## src/rtl/gdo_pkg.sv

```systemverilog
`default_nettype none
package gdo_pkg;

  localparam int FUNC_W  = 2;
  localparam int MONTH_W = 4;
  localparam int DAY_W   = 5;
  localparam int YEAR_W  = 14;
  localparam int ORD_W   = 9;
  localparam int DAYV_W  = 23;
  localparam int DOUT_W  = 6;
  localparam int DOY_W   = 9;
  localparam int ACC_W   = 24;
  localparam int QUO_W   = 10;
  localparam int RES_W   = 5;
  localparam int RECIP_W = 15;
  localparam int RECIP_SH = 19;
  localparam int QDEPTH  = 2;

  localparam logic [FUNC_W-1:0] FUNC_DOY  = 2'd0;
  localparam logic [FUNC_W-1:0] FUNC_DATE = 2'd1;
  localparam logic [FUNC_W-1:0] FUNC_DIFF = 2'd2;

  localparam logic [MONTH_W-1:0] MONTH_JAN = 4'd1;
  localparam logic [MONTH_W-1:0] MONTH_FEB = 4'd2;
  localparam logic [MONTH_W-1:0] MONTH_MAR = 4'd3;
  localparam logic [MONTH_W-1:0] MONTH_DEC = 4'd12;

  // ceil(2^19 / 25), exact for all 14-bit years
  localparam logic [RECIP_W-1:0] RECIP25   = 15'd20972;
  localparam logic [RES_W-1:0]   R25_LAST  = 5'd24;
  localparam logic [DOY_W-1:0]   DAYS_YEAR = 9'd365;
  localparam logic [DOY_W-1:0]   DAYS_LEAP = 9'd366;
  localparam logic [ACC_W-1:0]   DAYV_MAX  = 24'd4194303;

  typedef struct packed {
    logic [FUNC_W-1:0]  func;
    logic [MONTH_W-1:0] month_lo;
    logic [DAY_W-1:0]   day_lo;
    logic [YEAR_W-1:0]  year_lo;
    logic [QUO_W-1:0]   quo_lo;
    logic [MONTH_W-1:0] month_hi;
    logic [DAY_W-1:0]   day_hi;
    logic [YEAR_W-1:0]  year_hi;
    logic [QUO_W-1:0]   quo_hi;
    logic [ORD_W-1:0]   ordinal;
  } gdo_entry_t;

  function automatic logic [QUO_W-1:0] quot25(input logic [YEAR_W-1:0] year);
    logic [YEAR_W+RECIP_W-1:0] prod;
    prod = YEAR_W'(0) + year * RECIP25;
    return prod[RECIP_SH+QUO_W-1:RECIP_SH];
  endfunction

  function automatic logic [RES_W-1:0] res25(input logic [YEAR_W-1:0] year,
                                             input logic [QUO_W-1:0]  quo);
    logic [YEAR_W-1:0] q25;
    logic [YEAR_W-1:0] diff;
    q25  = (YEAR_W'(quo) << 4) + (YEAR_W'(quo) << 3) + YEAR_W'(quo);
    diff = year - q25;
    return diff[RES_W-1:0];
  endfunction

  // div by 100 is div by 4 and 25, div by 400 is div by 16 and 25
  function automatic logic is_leap(input logic [YEAR_W-1:0] year,
                                   input logic [RES_W-1:0]  r25);
    return (year[1:0] == 2'd0) && ((r25 != '0) || (year[3:0] == 4'd0));
  endfunction

  function automatic logic [DOY_W-1:0] month_base(input logic [MONTH_W-1:0] month);
    logic [DOY_W-1:0] b;
    case (month)
      4'd2:    b = 9'd31;
      4'd3:    b = 9'd59;
      4'd4:    b = 9'd90;
      4'd5:    b = 9'd120;
      4'd6:    b = 9'd151;
      4'd7:    b = 9'd181;
      4'd8:    b = 9'd212;
      4'd9:    b = 9'd243;
      4'd10:   b = 9'd273;
      4'd11:   b = 9'd304;
      4'd12:   b = 9'd334;
      default: b = 9'd0;
    endcase
    return b;
  endfunction

  function automatic logic [DOY_W-1:0] doy(input logic [MONTH_W-1:0] month,
                                           input logic [DAY_W-1:0]   day,
                                           input logic               lp);
    logic [DOY_W-1:0] d;
    d = DOY_W'(day);
    if (month >= MONTH_FEB && month <= MONTH_DEC) begin
      d = d + month_base(month);
      if (month >= MONTH_MAR && lp) begin
        d = d + DOY_W'(1);
      end
    end
    return d;
  endfunction

endpackage
`default_nettype wire

```

## src/rtl/gdo_front.sv

```systemverilog
`default_nettype none
module gdo_front import gdo_pkg::*; (
  input  wire logic               in_valid,
  output logic                    in_stall,
  input  wire logic [FUNC_W-1:0]  in_func,
  input  wire logic [MONTH_W-1:0] in_month_a,
  input  wire logic [DAY_W-1:0]   in_day_a,
  input  wire logic [YEAR_W-1:0]  in_year_a,
  input  wire logic [MONTH_W-1:0] in_month_b,
  input  wire logic [DAY_W-1:0]   in_day_b,
  input  wire logic [YEAR_W-1:0]  in_year_b,
  input  wire logic [ORD_W-1:0]   in_ordinal,
  input  wire logic               q_full,
  output logic                    q_push,
  output gdo_entry_t              q_entry
);

  logic             flip;
  logic [QUO_W-1:0] quo_a;
  logic [QUO_W-1:0] quo_b;

  assign in_stall = q_full;
  assign q_push   = in_valid && !q_full;

  assign quo_a = quot25(in_year_a);
  assign quo_b = quot25(in_year_b);

  // date ordering only matters for the difference word
  assign flip = (in_func == FUNC_DIFF) &&
                ((in_year_a > in_year_b) ||
                 (in_year_a == in_year_b && in_month_a > in_month_b) ||
                 (in_year_a == in_year_b && in_month_a == in_month_b &&
                  in_day_a > in_day_b));

  always_comb begin
    q_entry.func    = in_func;
    q_entry.ordinal = in_ordinal;
    if (flip) begin
      q_entry.month_lo = in_month_b;
      q_entry.day_lo   = in_day_b;
      q_entry.year_lo  = in_year_b;
      q_entry.quo_lo   = quo_b;
      q_entry.month_hi = in_month_a;
      q_entry.day_hi   = in_day_a;
      q_entry.year_hi  = in_year_a;
      q_entry.quo_hi   = quo_a;
    end else begin
      q_entry.month_lo = in_month_a;
      q_entry.day_lo   = in_day_a;
      q_entry.year_lo  = in_year_a;
      q_entry.quo_lo   = quo_a;
      q_entry.month_hi = in_month_b;
      q_entry.day_hi   = in_day_b;
      q_entry.year_hi  = in_year_b;
      q_entry.quo_hi   = quo_b;
    end
  end

endmodule
`default_nettype wire

```

## src/rtl/gdo_queue.sv

```systemverilog
`default_nettype none
module gdo_queue import gdo_pkg::*; (
  input  wire logic       clk,
  input  wire logic       rst_n,
  input  wire logic       push,
  input  wire gdo_entry_t push_data,
  output logic            full,
  input  wire logic       pop,
  output logic            pop_valid,
  output gdo_entry_t      pop_data
);

  localparam int PTR_W = (QDEPTH > 1) ? $clog2(QDEPTH) : 1;
  localparam int CNT_W = $clog2(QDEPTH + 1);

  gdo_entry_t       mem_r [QDEPTH];
  logic [PTR_W-1:0] wr_ptr_r;
  logic [PTR_W-1:0] rd_ptr_r;
  logic [CNT_W-1:0] count_r;
  logic             do_push;
  logic             do_pop;

  assign full      = (count_r == CNT_W'(QDEPTH));
  assign pop_valid = (count_r != '0);
  assign pop_data  = mem_r[rd_ptr_r];
  assign do_push   = push && !full;
  assign do_pop    = pop && pop_valid;

  always_ff @(posedge clk) begin
    if (do_push) begin
      mem_r[wr_ptr_r] <= push_data;
    end
  end

  always_ff @(posedge clk) begin
    if (!rst_n) begin
      wr_ptr_r <= '0;
      rd_ptr_r <= '0;
      count_r  <= '0;
    end else begin
      if (do_push) begin
        wr_ptr_r <= (wr_ptr_r == PTR_W'(QDEPTH - 1)) ? '0 : wr_ptr_r + PTR_W'(1);
      end
      if (do_pop) begin
        rd_ptr_r <= (rd_ptr_r == PTR_W'(QDEPTH - 1)) ? '0 : rd_ptr_r + PTR_W'(1);
      end
      if (do_push && !do_pop) begin
        count_r <= count_r + CNT_W'(1);
      end else if (do_pop && !do_push) begin
        count_r <= count_r - CNT_W'(1);
      end
    end
  end

endmodule
`default_nettype wire

```

## src/rtl/gdo_back.sv

```systemverilog
`default_nettype none
module gdo_back import gdo_pkg::*; (
  input  wire logic                clk,
  input  wire logic                rst_n,
  input  wire logic                q_valid,
  input  wire gdo_entry_t          q_data,
  output logic                     q_pop,
  output logic                     out_valid,
  input  wire logic                out_stall,
  output logic [DAYV_W-1:0]        out_day_value,
  output logic [MONTH_W-1:0]       out_month_out,
  output logic [DOUT_W-1:0]        out_day_out,
  output logic [YEAR_W-1:0]        out_year_out
);

  localparam logic [2:0] ST_IDLE = 3'd0;
  localparam logic [2:0] ST_RES  = 3'd1;
  localparam logic [2:0] ST_CALC = 3'd2;
  localparam logic [2:0] ST_YEAR = 3'd3;
  localparam logic [2:0] ST_DONE = 3'd4;

  logic [2:0]         state_r;
  gdo_entry_t         ent_r;
  logic [RES_W-1:0]   r_lo_r;
  logic [RES_W-1:0]   r_hi_r;
  logic [YEAR_W-1:0]  y_r;
  logic [RES_W-1:0]   r_r;
  logic [ACC_W-1:0]   acc_r;
  logic               out_valid_r;
  logic [DAYV_W-1:0]  day_value_r;
  logic [MONTH_W-1:0] month_out_r;
  logic [DOUT_W-1:0]  day_out_r;
  logic [YEAR_W-1:0]  year_out_r;

  logic               leap_lo;
  logic               leap_hi;
  logic [DOY_W-1:0]   doy_lo;
  logic [DOY_W-1:0]   doy_hi;
  logic [ACC_W-1:0]   diff_init;
  logic [DOY_W-1:0]   year_days;
  logic [MONTH_W-1:0] srch_month;
  logic [DOY_W-1:0]   srch_start;
  logic [ORD_W:0]     srch_day;
  logic               out_free;
  logic [DAYV_W-1:0]  dv_nxt;
  logic [MONTH_W-1:0] mo_nxt;
  logic [DOUT_W-1:0]  do_nxt;
  logic [YEAR_W-1:0]  yo_nxt;

  assign q_pop    = (state_r == ST_IDLE) && q_valid;
  assign out_free = !out_valid_r || !out_stall;

  assign leap_lo   = is_leap(ent_r.year_lo, r_lo_r);
  assign leap_hi   = is_leap(ent_r.year_hi, r_hi_r);
  assign doy_lo    = doy(ent_r.month_lo, ent_r.day_lo, leap_lo);
  assign doy_hi    = doy(ent_r.month_hi, ent_r.day_hi, leap_hi);
  assign diff_init = ACC_W'(doy_hi) - ACC_W'(doy_lo);
  assign year_days = is_leap(y_r, r_r) ? DAYS_LEAP : DAYS_YEAR;

  // month search against month starts
  always_comb begin
    logic found;
    found      = 1'b0;
    srch_month = MONTH_DEC;
    for (int k = 1; k < 12; k++) begin
      if (!found && ent_r.ordinal < doy(MONTH_W'(k + 1), DAY_W'(1), leap_lo)) begin
        srch_month = MONTH_W'(k);
        found      = 1'b1;
      end
    end
    srch_start = doy(srch_month, DAY_W'(1), leap_lo);
    srch_day   = (ORD_W+1)'(ent_r.ordinal) - (ORD_W+1)'(srch_start) + (ORD_W+1)'(1);
  end

  always_comb begin
    dv_nxt = '0;
    mo_nxt = '0;
    do_nxt = '0;
    yo_nxt = '0;
    case (ent_r.func)
      FUNC_DOY: begin
        dv_nxt = DAYV_W'(doy_lo);
      end
      FUNC_DATE: begin
        mo_nxt = srch_month;
        do_nxt = srch_day[DOUT_W-1:0];
        yo_nxt = ent_r.year_lo;
      end
      FUNC_DIFF: begin
        if (!acc_r[ACC_W-1] && acc_r > DAYV_MAX) begin
          dv_nxt = DAYV_MAX[DAYV_W-1:0];
        end else begin
          dv_nxt = acc_r[DAYV_W-1:0];
        end
      end
      default: begin
        dv_nxt = '0;
      end
    endcase
  end

  always_ff @(posedge clk) begin
    if (q_pop) begin
      ent_r <= q_data;
    end
    if (state_r == ST_RES) begin
      r_lo_r <= res25(ent_r.year_lo, ent_r.quo_lo);
      r_hi_r <= res25(ent_r.year_hi, ent_r.quo_hi);
    end
    if (state_r == ST_CALC) begin
      acc_r <= diff_init;
      y_r   <= ent_r.year_lo;
      r_r   <= r_lo_r;
    end else if (state_r == ST_YEAR && y_r != ent_r.year_hi) begin
      acc_r <= acc_r + ACC_W'(year_days);
      y_r   <= y_r + YEAR_W'(1);
      r_r   <= (r_r == R25_LAST) ? '0 : r_r + RES_W'(1);
    end
    if (state_r == ST_DONE && out_free) begin
      day_value_r <= dv_nxt;
      month_out_r <= mo_nxt;
      day_out_r   <= do_nxt;
      year_out_r  <= yo_nxt;
    end
  end

  always_ff @(posedge clk) begin
    if (!rst_n) begin
      state_r     <= ST_IDLE;
      out_valid_r <= 1'b0;
    end else begin
      if (state_r == ST_DONE && out_free) begin
        out_valid_r <= 1'b1;
      end else if (out_valid_r && !out_stall) begin
        out_valid_r <= 1'b0;
      end
      unique case (state_r)
        ST_IDLE: begin
          if (q_valid) begin
            state_r <= ST_RES;
          end
        end
        ST_RES: begin
          state_r <= ST_CALC;
        end
        ST_CALC: begin
          state_r <= (ent_r.func == FUNC_DIFF) ? ST_YEAR : ST_DONE;
        end
        ST_YEAR: begin
          if (y_r == ent_r.year_hi) begin
            state_r <= ST_DONE;
          end
        end
        ST_DONE: begin
          if (out_free) begin
            state_r <= ST_IDLE;
          end
        end
        default: begin
          state_r <= ST_IDLE;
        end
      endcase
    end
  end

  assign out_valid     = out_valid_r;
  assign out_day_value = day_value_r;
  assign out_month_out = month_out_r;
  assign out_day_out   = day_out_r;
  assign out_year_out  = year_out_r;

endmodule
`default_nettype wire

```

## src/rtl/gregorian_date_ordinal_unit.sv

```systemverilog
// channel  handshake           word
// -------  ------------------  -----------------------------------------------
// in       in_valid/in_stall   func, month/day/year a and b, ordinal
// out      out_valid/out_stall day_value, month_out, day_out, year_out
//
// day of year and date words go from queue head through the res, calc and done states
// a difference word also runs the year state, where the accumulator adds one year a cycle
// rst_n is synchronous and clears the queue, sequencer and out_valid
// a 2-word queue lets in_ accept while a word is worked; in_stall rises when it is full
// a result waits in the output register under out_stall and blocks the next result only
`default_nettype none
module gregorian_date_ordinal_unit import gdo_pkg::*; (
  input  wire logic               clk,
  input  wire logic               rst_n,
  input  wire logic               in_valid,
  output logic                    in_stall,
  input  wire logic [FUNC_W-1:0]  in_func,
  input  wire logic [MONTH_W-1:0] in_month_a,
  input  wire logic [DAY_W-1:0]   in_day_a,
  input  wire logic [YEAR_W-1:0]  in_year_a,
  input  wire logic [MONTH_W-1:0] in_month_b,
  input  wire logic [DAY_W-1:0]   in_day_b,
  input  wire logic [YEAR_W-1:0]  in_year_b,
  input  wire logic [ORD_W-1:0]   in_ordinal,
  output logic                    out_valid,
  input  wire logic               out_stall,
  output logic [DAYV_W-1:0]       out_day_value,
  output logic [MONTH_W-1:0]      out_month_out,
  output logic [DOUT_W-1:0]       out_day_out,
  output logic [YEAR_W-1:0]       out_year_out
);

  logic       q_full;
  logic       q_push;
  gdo_entry_t q_entry;
  logic       q_pop;
  logic       q_valid;
  gdo_entry_t q_head;

  gdo_front u_front (
    .in_valid   (in_valid),
    .in_stall   (in_stall),
    .in_func    (in_func),
    .in_month_a (in_month_a),
    .in_day_a   (in_day_a),
    .in_year_a  (in_year_a),
    .in_month_b (in_month_b),
    .in_day_b   (in_day_b),
    .in_year_b  (in_year_b),
    .in_ordinal (in_ordinal),
    .q_full     (q_full),
    .q_push     (q_push),
    .q_entry    (q_entry)
  );

  gdo_queue u_queue (
    .clk       (clk),
    .rst_n     (rst_n),
    .push      (q_push),
    .push_data (q_entry),
    .full      (q_full),
    .pop       (q_pop),
    .pop_valid (q_valid),
    .pop_data  (q_head)
  );

  gdo_back u_back (
    .clk           (clk),
    .rst_n         (rst_n),
    .q_valid       (q_valid),
    .q_data        (q_head),
    .q_pop         (q_pop),
    .out_valid     (out_valid),
    .out_stall     (out_stall),
    .out_day_value (out_day_value),
    .out_month_out (out_month_out),
    .out_day_out   (out_day_out),
    .out_year_out  (out_year_out)
  );

endmodule
`default_nettype wire

```

## config.mk

```make
export PLATFORM = sky130hd
export DESIGN_NAME = gregorian_date_ordinal_unit
export DESIGN_NICKNAME = d
export VERILOG_FILES = /design/src/rtl/gdo_pkg.sv /design/src/rtl/gdo_front.sv /design/src/rtl/gdo_queue.sv /design/src/rtl/gdo_back.sv /design/src/rtl/gregorian_date_ordinal_unit.sv
export SDC_FILE = /design/constraint.sdc
export NUM_CORES = 1
export LEC_CHECK = 0
export BUFFER_PORTS_ARGS = -buffer_cell sky130_fd_sc_hd__buf_2
export CORE_ASPECT_RATIO = 0.9
export CORE_MARGIN = 2
export CORE_UTILIZATION = 45
export CTS_BUF_LIST = sky130_fd_sc_hd__clkbuf_16
export DETAILED_ROUTE_END_ITERATION = 8
export GPL_TIMING_DRIVEN = 0
export PLACE_DENSITY = 0.59
export SYNTH_ARGS = -nofsm -noshare
export SYNTH_HDL_FRONTEND = slang
export SYNTH_SLANG_ARGS = --single-unit
```

## constraint.sdc

```tcl
create_clock -name clk -period 15.6 [get_ports clk]
set_input_delay 2.34 -clock clk [delete_from_list [all_inputs] [get_ports clk]]
set_output_delay 2.34 -clock clk [all_outputs]
set_load 0.02 [all_outputs]
```

-- Word level (Yosys, flattened, before mapping)
Memories as Yosys holds them, arrays and structs flattened. A register that Yosys moved wholly into a read port is not among the register bits.
Index checks and enable logic that the tools add are counted.
- bits in registers: 108
- latch bits: 0
- bits in writable memories: 154
- memory bits (read-only): 432
- input bits: 61
- logic and storage cells: 217
- memories: 4
- $add $sub $neg: 22
- $mul: 2
- divide/modulo/power cells: 0
- magnitude comparators: 24
- eq/ne operators: 16
- shift operators: 0
- muxes and demuxes: 64
- bitwise operators: 0
- reduce and logical (&&, ||, !) cells: 71
- memory list (memory ; words ; bits a word ; read ports ; clocked after Yosys merged registers in ; write ports ; RTL line ; source):
    u_queue.mem_r ; 2 ; 77 ; 1 ; 1 ; 1 ; gdo_queue.sv:16 ; gdo_entry_t mem_r [QDEPTH];
    (no name shown) ; 16 ; 9 ; 1 ; 0 ; 0 ; gdo_pkg.sv:71 ; case (month)
    (no name shown) ; 16 ; 9 ; 1 ; 0 ; 0 ; gdo_pkg.sv:71 ;
    (no name shown) ; 16 ; 9 ; 1 ; 0 ; 0 ; gdo_pkg.sv:71 ;
- operator list (kind ; count):
    $mux 66 ; 1
    $mul 14x13->27 const B ; 2
    $mux 9 ; 6
    $mux 24 ; 2
    $pmux 23 s2 ; 1
    $mux 4 ; 11
    $lt 9x8->1 ; 4
    $logic_and 1x1->1 ; 33
    $eq 14x14->1 ; 2
    $mux 14 ; 2
    $lt 9x9->1 ; 3
    $add 24x9->24 ; 1
    $ge 4x2->1 const B ; 6
    $gt 24x22->1 const B ; 1
    $mux 23 ; 1
    $mux 1 ; 21
    $add 5x5->5 ; 4
    $mux 5 ; 4
    $add 5x9->9 ; 2
    $add 9x1->9 const B ; 2
    $lt 9x7->1 ; 2
    $mux 6 ; 3
    $logic_not 1->1 ; 16
    $mux 3 ; 5
    other kinds (35) ; 64

-- Depth between registers and ports, before layout
Gate-level depths: netlist of the first run.
- depth in word-level cells: 43
- mapped depth: 28

-- Modules after synthesis
Synthesis of the first run repeated with hierarchy kept, for this count alone.
- cells, all modules: 2275
- area, all modules: 25584.5 um2
- modules (own cells, without submodules) (module ; instances ; cells an instance ; area each (um2)):
    gdo_back ; 1 ; 1019 ; 11054.4
    gdo_front ; 1 ; 991 ; 8613.3
    gdo_queue ; 1 ; 265 ; 5916.9

-- Least setup slack after synthesis of the first run
OpenSTA, ideal clock, no wires.
- path kind: in2reg
- from: input port in_year_b[8]
- to: memory u_queue.mem_r[0][10] in the netlist's numbering (data pin)
- setup time: 0.262 ns
- data arrival time: 6.460 ns
- required time: 15.338 ns
- slack: 8.877 ns
- stages on the path: 17
- buffers on the path: 0
- path through: ha_1 -> inv_1 -> fa_1 -> inv_1 -> fa_1 -> inv_1 -> fa_1 -> fa_1 -> inv_1 -> ha_1 -> a2111o_1 -> nor3_1 -> o21ai_0 -> a31o_2 -> a211oi_1 -> nor2_1 -> mux2_2
- RTL lines (item ; RTL line ; source):
    from (decl) ; gregorian_date_ordinal_unit.sv:23 ; input wire logic [YEAR_W-1:0] in_year_b,
    to (decl) ; gdo_queue.sv:16 ;

-- Worst setup path in the final report of the first run
- from: register u_back.r_lo_r[2]
- to: register u_back.day_out_r[5] (netlist: u_back.out_day_out[5]) (data pin)
- cells in the longest elaborated chain, start to end: 42
- elaborated cells between the ends (all ways): 74
- those cells by class: 4 x add/sub; 13 x order compare; 32 x mux; 24 x reduce/logical; 1 x memory
- RTL lines (item ; RTL line ; source):
    from (decl) ; gdo_back.sv:24 ; logic [RES_W-1:0] r_lo_r;
    from (signal assigned) ; gdo_back.sv:107 ; r_lo_r <= res25(ent_r.year_lo, ent_r.quo_lo);
    $reduce_bool 5->1 * ; gdo_pkg.sv:66 ; return (year[1:0] == 2'd0) && ((r25 != '0) || (year[3:0] == 4'd0));
    $logic_or 1x1->1 * ; gdo_pkg.sv:66 ;
    $logic_and 1x1->1 * ; gdo_pkg.sv:66 ;
    $mux 1 ; gdo_pkg.sv:95 ; if (month >= MONTH_MAR && lp) begin
    $lt 9x6->1 ; gdo_back.sv:66 ; if (!found && ent_r.ordinal < doy(MONTH_W'(k + 1), DAY_W'(1), leap_lo)) begin
    $logic_and 1x1->1 ; gdo_back.sv:66 ;
    $mux 1 ; gdo_back.sv:66 ;
    $logic_not 1->1 ; gdo_back.sv:66 ;
    [... 26 more ...] ; - ;
    $mem_v2 16x9 ; - ;
    $mux 6 ; gdo_pkg.sv:93 ; if (month >= MONTH_FEB && month <= MONTH_DEC) begin
    $add 1x6->6 ; gdo_pkg.sv:94 ; d = d + month_base(month);
    $add 6x1->6 ; gdo_pkg.sv:96 ; d = d + DOY_W'(1);
    $mux 6 ; gdo_pkg.sv:95 ;
    $mux 6 * ; gdo_pkg.sv:93 ;
    $sub 6x6->6 * ; gdo_back.sv:72 ; srch_day = (ORD_W+1)'(ent_r.ordinal) - (ORD_W+1)'(srch_start) + (ORD_W+1)'(1);
    $add 6x1->6 * ; gdo_back.sv:72 ;
    to (signal assigned) ; gdo_back.sv:122 ; day_out_r <= do_nxt;
    to (decl) ; gdo_back.sv:32 ; logic [DOUT_W-1:0] day_out_r;
Mark *: on every way between the ends. The rest lies on a longest branch, timed or not. The select of a mux whose other input is x is not followed.
A chain may end at the register's enable or synchronous reset.

==> flow_metrics.py, run 1 <==
metrics = {
    "sta": {
        "fin_crit_ns": 7.92,
        "finalHoldViolCount": 0,
        "fin_skew_ns": 0.0168,
        "period_share_pct": 50.8,
        "rsz0062_at_grt": "no",
        "setup_viol": 0,
        "fmax_mhz": 126,
        "whs_ns": 0.543,
        "drv_slew": 0,
        "fin_tns_setup_ns": 0,
        "tightest_slew_ns": 0.954,
        "max_slew_margin_pct": 35.8,
    },
    "global_routing": {
        "antenna_found_initial": 1,
        "grt_usage_pct": 19.3,
        "grt.overflow.total": 0,
        "grt_pass1_wl_um": 78200,
        "grt_max_degree": 68,
        "grt_pass1_vias": 14300,
    },
    "setup_path": {
        "cp.depth": 27,
        "crit_family": "compound AO/OA/AOI/OAI gates",
        "setup.worst_path.start": "u_back.r_lo_r[2]",
        "reg2reg_depth": 27,
        "worstSetupPathType": "register to register",
        "setup.worst_path.start_class": "register",
        "endpoint_kind": "register",
        "rr_startpoint": "u_back.r_lo_r[2]",
        "crit_required_ns": 16.02,
        "cp_data_arrival_time_ns": 8.34,
        "slowest_stage": "o31ai_2",
        "path_max_fanout": 7,
        "critPathMaxStageDelay_ns": 0.69,
        "cp_num_buf_inv": 2,
        "crit_top_cell": "ha_1",
    },
    "clock_network": {
        "cts_max_level": 1,
        "cts_setup_buffers": 0,
        "ctsHoldBuffers": 0,
        "cts_resized": 0,
        "clockBufferDepth": 3,
        "path_clk_slew_ns": 0.07,
        "clk_latency_ns": 0.57,
        "cts_sinks": 309,
        "cts_made_buffers": 31,
        "clock-root-buffer": "clkbuf_16",
        "cts_tree": "yes",
    },
    "synthesis": {
        "ys_seq_elements": 309,
        "ys_warn_count": 0,
        "synth_top_area_share_pct": 40.4,
        "syn_inst": 1936,
        "async_reset_ff_share_pct": 0,
        "synthMuxAreaShare_pct": 6.79,
        "synth_compound_area_share_pct": 7.39,
        "synth_seq_area_share_pct": 41.1,
        "synth_fa_ha_area_share_pct": 25.9,
        "syn-cell-area_um2": 22400,
        "syn_avg_cell_area_um2": 11.6,
        "synth_ff_type": "edfxtp_1",
        "synth_fp_nets": 2381,
        "yosysUniqueCellTypes": 61,
        "synth_edf_count": 301,
        "synth_area_leaders": "edfxtp_1 40%, ha_1 14%, fa_1 12%",
        "synth_top_family_by_area": "adder cells",
        "synthSimpleGateAreaFrac_pct": 8.10,
        "yosysTopAreaCell": "edfxtp_1",
        "synth_xor_xnor_area_share_pct": 4.77,
    },
    "hold_path": {
        "hold_path.class": "register to register",
        "hp-start": "u_queue.mem_r[0][62]",
        "whs_path_depth": 1,
    },
    "route": {
        "drt_iter0_markers": 750,
        "top_layer": "met4",
        "drc_errors": 0,
        "wl_um": 48500,
        "wl_per_cell_um": 17.7,
        "dr_wl_met2_um": 22700,
        "ant_nets": 0,
        "dr_total_vias": 14300,
        "met1Wirelength_um": 23100,
        "drt-pass1-iter-count": 5,
        "avgViaCountPerCell": 5.21,
        "wl_met3_um": 1690,
    },
    "die": {
        "core_area_um2": 49100,
        "die_h_um": 216,
        "die_area_um2": 51600,
        "initial_core_util_pct": 45.6,
        "rows": 77,
        "fp.dieW_um": 239,
        "num_io_pins": 110,
    },
    "final_layout": {
        "drive_above_1_share_pct": 13.3,
        "register_area_um2": 9200,
        "multi_input_area_um2": 11900,
        "final_cells": 2740,
        "finish.net_count": 2528,
        "final_util_pct": 50.6,
        "area_growth_pct": 11.0,
        "fillers": 4383,
    },
    "place": {
        "dpl.hpwl_um": 38200,
        "port_buffers": 109,
        "dp.cells": 2682,
        "place.gp.congestion": 0.901,
    },
    "power_and_ir_drop": {
        "ir_drop_mv": 0.153,
        "p_leak_uw": 0.0107,
        "powerDensity_nw_per_um2": 222,
    },
    "status": {
        "status": "finished clean",
    },
    "run": {
        "drv_cap": 0,
    },
}
[cell families after synthesis]
| group | Yosys count |
|---|---|
| multiplexers | 140 |
| AO/OA/AOI/OAI | 252 |
| buffers and inverters | 359 |
| AND/OR/NAND/NOR | 370 |
| XOR/XNOR | 122 |
| adder cells (fa/ha/maj) | 384 |
| flip-flops | 309 |
[registers in the layout (all words and copies together) (netlist names)]
name / cells
u_back.out_valid: 1
u_queue.rd_ptr_r: 1
u_back.out_month_out: 4
u_back.out_day_value: 23
u_back.r_hi_r: 5
u_back.out_year_out: 14
u_back.state_r: 3
u_back.r_lo_r: 5
u_back.out_day_out: 6
u_queue.count_r: 2
u_back.ent_r: 67
u_back.acc_r: 24
u_queue.wr_ptr_r: 1
u_queue.mem_r: 134
u_back.y_r: 14
u_back.r_r: 5
[report_power, final]
part	switching (uW)	internal, uW	total [uW]
clock network	314	412	726
registers	150	1310	1460
logic	1940	1400	3340
total	2410	3120	5530
[cells in the final DEF (no fill, tap or decap), types with 16 or more instances in the layout]
| cell | n |
|---|---|
| inv_1 | 318 |
| edfxtp_1 | 301 |
| ha_1 | 253 |
| fa_1 | 131 |
| buf_2 | 109 |
| nor2_1 | 108 |
| mux2_2 | 95 |
| nand2_1 | 82 |
| xnor2_1 | 77 |
| o21ai_0 | 72 |
| xor2_1 | 45 |
| mux2i_1 | 45 |
| a21oi_1 | 44 |
| clkbuf_1 | 35 |
| clkbuf_16 | 31 |
| nand3_1 | 27 |
| and2_1 | 21 |
| a21o_1 | 21 |
| nor3_1 | 20 |
| o22ai_1 | 20 |
| and3_1 | 19 |
| nand2b_1 | 18 |
| a211oi_1 | 16 |
[final cells by class]
| cell class | count | share of cell area [%] |
|---|---|---|
| clock buffers | 31 | 3.12 |
| repair buffers | 114 | 2.63 |
| well taps | 632 | 3.18 |
| clock inverters | 26 | 0.841 |
| plain buffers | 45 | 0.680 |
| diodes | 1 | 0.0101 |
| inverters | 314 | 4.75 |
| flip-flops and latches | 309 | 37.0 |
| multi-input cells | 1268 | 47.8 |
[cell usage after synthesis (18+ instances only)]
library cell    n
inv_1         314
edfxtp_1      301
ha_1          253
fa_1          131
nor2_1        109
mux2_2         95
nand2_1        83
xnor2_1        77
o21ai_0        72
a21oi_1        45
mux2i_1        45
xor2_1         45
clkbuf_1       35
nand3_1        27
a21o_1         21
and2_1         21
and3_1         20
nor3_1         20
o22ai_1        20
nand2b_1       18
[final timing paths]
path                            to  slack (ns)
min reg2reg       u_back.ent_r[62]        0.54
max reg2reg  u_back.out_day_out[5]        7.68
min               u_back.ent_r[62]        0.54
max          u_back.out_day_out[5]        7.68
[metal layers]
layer  global-route usage [%]  vias to the layer above
met1                     27.6                     6960
met4                     4.52                        0
met5                        0                        -
met2                     31.6                      245
met3                     1.94                       60
li1                         -                     7002
[per-stage QoR]
step	total power (uW)	worst slack (ns)	area [um2]
2_1_floorplan	3960	8.88	22400
3_3_place_gp	4720	7.63	23700
3_5_place_dp	4800	7.87	23900
4_1_cts	5560	7.82	24900
5_1_grt	6090	7.28	24900
6_report	5530	7.68	24900
Power figures use the tool's default switching activity.
==> run 2: changes to the inputs <==
--- a/config.mk
+++ b/config.mk
@@ -5,6 +5,7 @@
 export SDC_FILE = /design/constraint.sdc
 export NUM_CORES = 1
 export LEC_CHECK = 0
+export ABC_AREA = 1
 export BUFFER_PORTS_ARGS = -buffer_cell sky130_fd_sc_hd__buf_2
 export CORE_ASPECT_RATIO = 0.9
 export CORE_MARGIN = 2
==> constraint.sdc (replaced) <==
create_clock -name clk -period 7.9 [get_ports clk]
set_input_delay 1.185 -clock clk [delete_from_list [all_inputs] [get_ports clk]]
set_output_delay 1.185 -clock clk [all_outputs]
set_load 0.02 [all_outputs]
==> flow_metrics.py, run 2 <==
metrics = {
    "status": {
        "status": "finished clean",
    },
    "final_layout": {
        "num_antenna_cells": 0,
        "final_common_cell": "nand2_1",
        "largest_register": "u_queue.mem_r",
        "finish.net_count": 2970,
        "final_cell_mix": "508 x nand2_1, 451 x inv_1, 301 x edfxtp_1",
        "drive_above_1_share_pct": 7.89,
        "largest_reg_flops": 134,
        "final_cells": 3219,
        "fillers": 4582,
        "area_growth_pct": 11.4,
        "biggestRegsByFlops": "u_queue.mem_r: 134 flops, u_back.ent_r: 67 flops, u_back.acc_r: 24 flops",
    },
    "synthesis": {
        "synth_seq_area_share_pct": 40.7,
        "ys_warn_count": 0,
        "ys_seq_elements": 309,
        "syn_inst": 2376,
        "synth_area_leaders": "edfxtp_1 40%, ha_1 14%, fa_1 12%",
        "yosysUniqueCellTypes": 58,
        "synth_edf_count": 301,
        "synth_top_area_share_pct": 40.0,
        "synth_fp_nets": 2821,
        "synth_most_common_cell": "nand2_1",
        "syn_avg_cell_area_um2": 9.50,
        "yosysTopAreaCell": "edfxtp_1",
        "synth_ff_type": "edfxtp_1",
        "netlist_top_cells_count": "509 x nand2_1, 444 x inv_1, 301 x edfxtp_1",
        "syn-cell-area_um2": 22600,
        "async_reset_ff_share_pct": 0,
    },
    "sta": {
        "fin_skew_ns": 0.0170,
        "tightest_slew_ns": 1.12,
        "fin_tns_setup_ns": 0,
        "period_share_pct": 73.0,
        "finalHoldViolCount": 0,
        "fmax_mhz": 173,
        "whs_ns": 0.511,
        "max_slew_margin_pct": 25.2,
        "fin_crit_ns": 5.77,
        "drv_slew": 0,
        "rsz0062_at_grt": "no",
        "setup_viol": 0,
        "setup_slack_ns": 2.13,
    },
    "route": {
        "drc_errors": 0,
        "dr_total_vias": 16100,
        "wl_per_cell_um": 15.8,
        "avgViaCountPerCell": 5.00,
        "ant_nets": 0,
        "drt-pass1-iter-count": 5,
        "drt_iter0_markers": 1078,
        "wl_um": 50800,
    },
    "clock_network": {
        "clk_latency_ns": 0.57,
        "cts_setup_buffers": 0,
        "clock-root-buffer": "clkbuf_16",
        "cts_made_buffers": 31,
        "cts_tree": "yes",
        "cts_resized": 0,
        "path_clk_slew_ns": 0.06,
        "ctsHoldBuffers": 0,
        "cts_sinks": 309,
        "cts_max_level": 1,
        "clockBufferDepth": 3,
    },
    "global_routing": {
        "grt.overflow.total": 0,
        "grt_pass1_wl_um": 83100,
        "grt_pass1_vias": 15900,
        "grt_usage_pct": 20.1,
        "grt_max_degree": 45,
        "antenna_found_initial": 0,
    },
    "hold_path": {
        "hold_path.class": "register to register",
        "whs_path_depth": 2,
        "hp-start": "u_queue.mem_r[0][0]",
        "hold-path-endpoint": "u_back.ent_r[0]",
    },
    "run": {
        "drv_cap": 0,
    },
    "setup_path": {
        "endpoint_kind": "register",
        "worstSetupPathType": "primary input to register",
        "cp_data_arrival_time_ns": 6.17,
        "rr_startpoint": "u_back.ent_r[55]",
        "crit_required_ns": 8.31,
        "ff2ff_setup_slack_ns": 2.48,
        "reg2reg_depth": 33,
        "path_max_fanout": 7,
        "setup.worst_path.start_class": "primary input",
        "r2r_end": "u_back.out_day_out[5]",
    },
    "die": {
        "die_h_um": 217,
        "die_area_um2": 52000,
        "fp.dieW_um": 240,
        "core_area_um2": 49300,
        "num_io_pins": 110,
        "initial_core_util_pct": 45.8,
        "rows": 77,
    },
    "power_and_ir_drop": {
        "power_uw": 11500,
        "ir_drop_mv": 0.339,
        "p_leak_uw": 0.0117,
        "powerDensity_nw_per_um2": 457,
    },
    "place": {
        "dp.cells": 3163,
        "place_ws_ns": 1.59,
        "place.gp.congestion": 0.918,
        "dpl.hpwl_um": 41000,
        "port_buffers": 109,
    },
}
-- run 2: worst max-delay path by stage --
stage,slack [ns],cells past startpoint,from,end
floorplan,2.34,20,in_year_b[8],u_queue.mem_r[0][45]
global placement,1.32,3,in_valid,u_queue.mem_r[1][5]
detailed placement,1.59,23,in_year_a[1],u_queue.mem_r[0][44]
CTS,2.15,23,in_year_a[1],u_queue.mem_r[1][44]
global route,1.83,23,in_year_a[1],u_queue.mem_r[0][44]
finish,2.13,23,in_year_a[1],u_queue.mem_r[0][44]
-- run 2: logic make-up (layout without fill, tap and decap cells) --
family / Yosys count / count (layout) / share of synthesized area [%]
AO/OA/AOI/OAI: 326 / 326 / 8.05
XOR/XNOR: 77 / 77 / 2.99
adder cells (fa/ha/maj): 384 / 384 / 25.6
buffers and inverters: 495 / 667 / 8.24
flip-flops: 309 / 309 / 40.7
multiplexers: 1 / 1 / 0.0443
AND/OR/NAND/NOR: 784 / 784 / 14.3
-- run 2: layout make-up --
type / instances / area [um2] / share of cell area (%)
clock inverter: 25 / 238 / 0.945
sequential: 309 / 9200 / 36.6
tap: 671 / 840 / 3.34
timing repair buffer: 116 / 686 / 2.73
clock buffer: 31 / 776 / 3.08
buffer: 43 / 163 / 0.647
inverter: 452 / 1700 / 6.75
multi-input combinational: 1572 / 11600 / 45.9
-- run 2: power by group --
| part | total [uW] | switching (uW) | internal, uW |
|---|---|---|---|
| registers | 2980 | 302 | 2670 |
| logic | 7060 | 4490 | 2570 |
| clock network | 1460 | 615 | 845 |
| total | 11500 | 5410 | 6090 |
-- run 2: critical path, cell delays in order --
cell and delay, ns:
buf_2 0.23, inv_1 0.15, fa_1 0.49, inv_1 0.07
ha_1 0.13, inv_1 0.06, fa_1 0.54, inv_1 0.04
ha_1 0.26, inv_1 0.05, fa_1 0.55, inv_1 0.05
ha_1 0.30, nand4_1 0.08, o221ai_1 0.22, a21oi_1 0.10
inv_1 0.11, nand3_1 0.12, o41ai_1 0.56, a21oi_1 0.17
xnor2_1 0.49, nand2_1 0.09, nand2_1 0.12
-- run 2: through the flow --
stage / utilization [%] / instance area (um2)
2_1_floorplan: - / 22600
3_5_place_dp: 48.9 / 24100
5_1_grt: 51.0 / 25100
4_1_cts: 51.0 / 25100
3_3_place_gp: 48.6 / 24000
6_report: 51.0 / 25100
-- run 2: layer usage --
layer | share of wire, % | GRT usage, % | vias to the layer above
met2 | 47 | 33.7 | 336
met3 | 4.0 | 1.66 | 59
met1 | 47 | 28.6 | 7648
met5 | 0 | 0 | -
met4 | 1.9 | 4.31 | 0
li1 | - | - | 8055
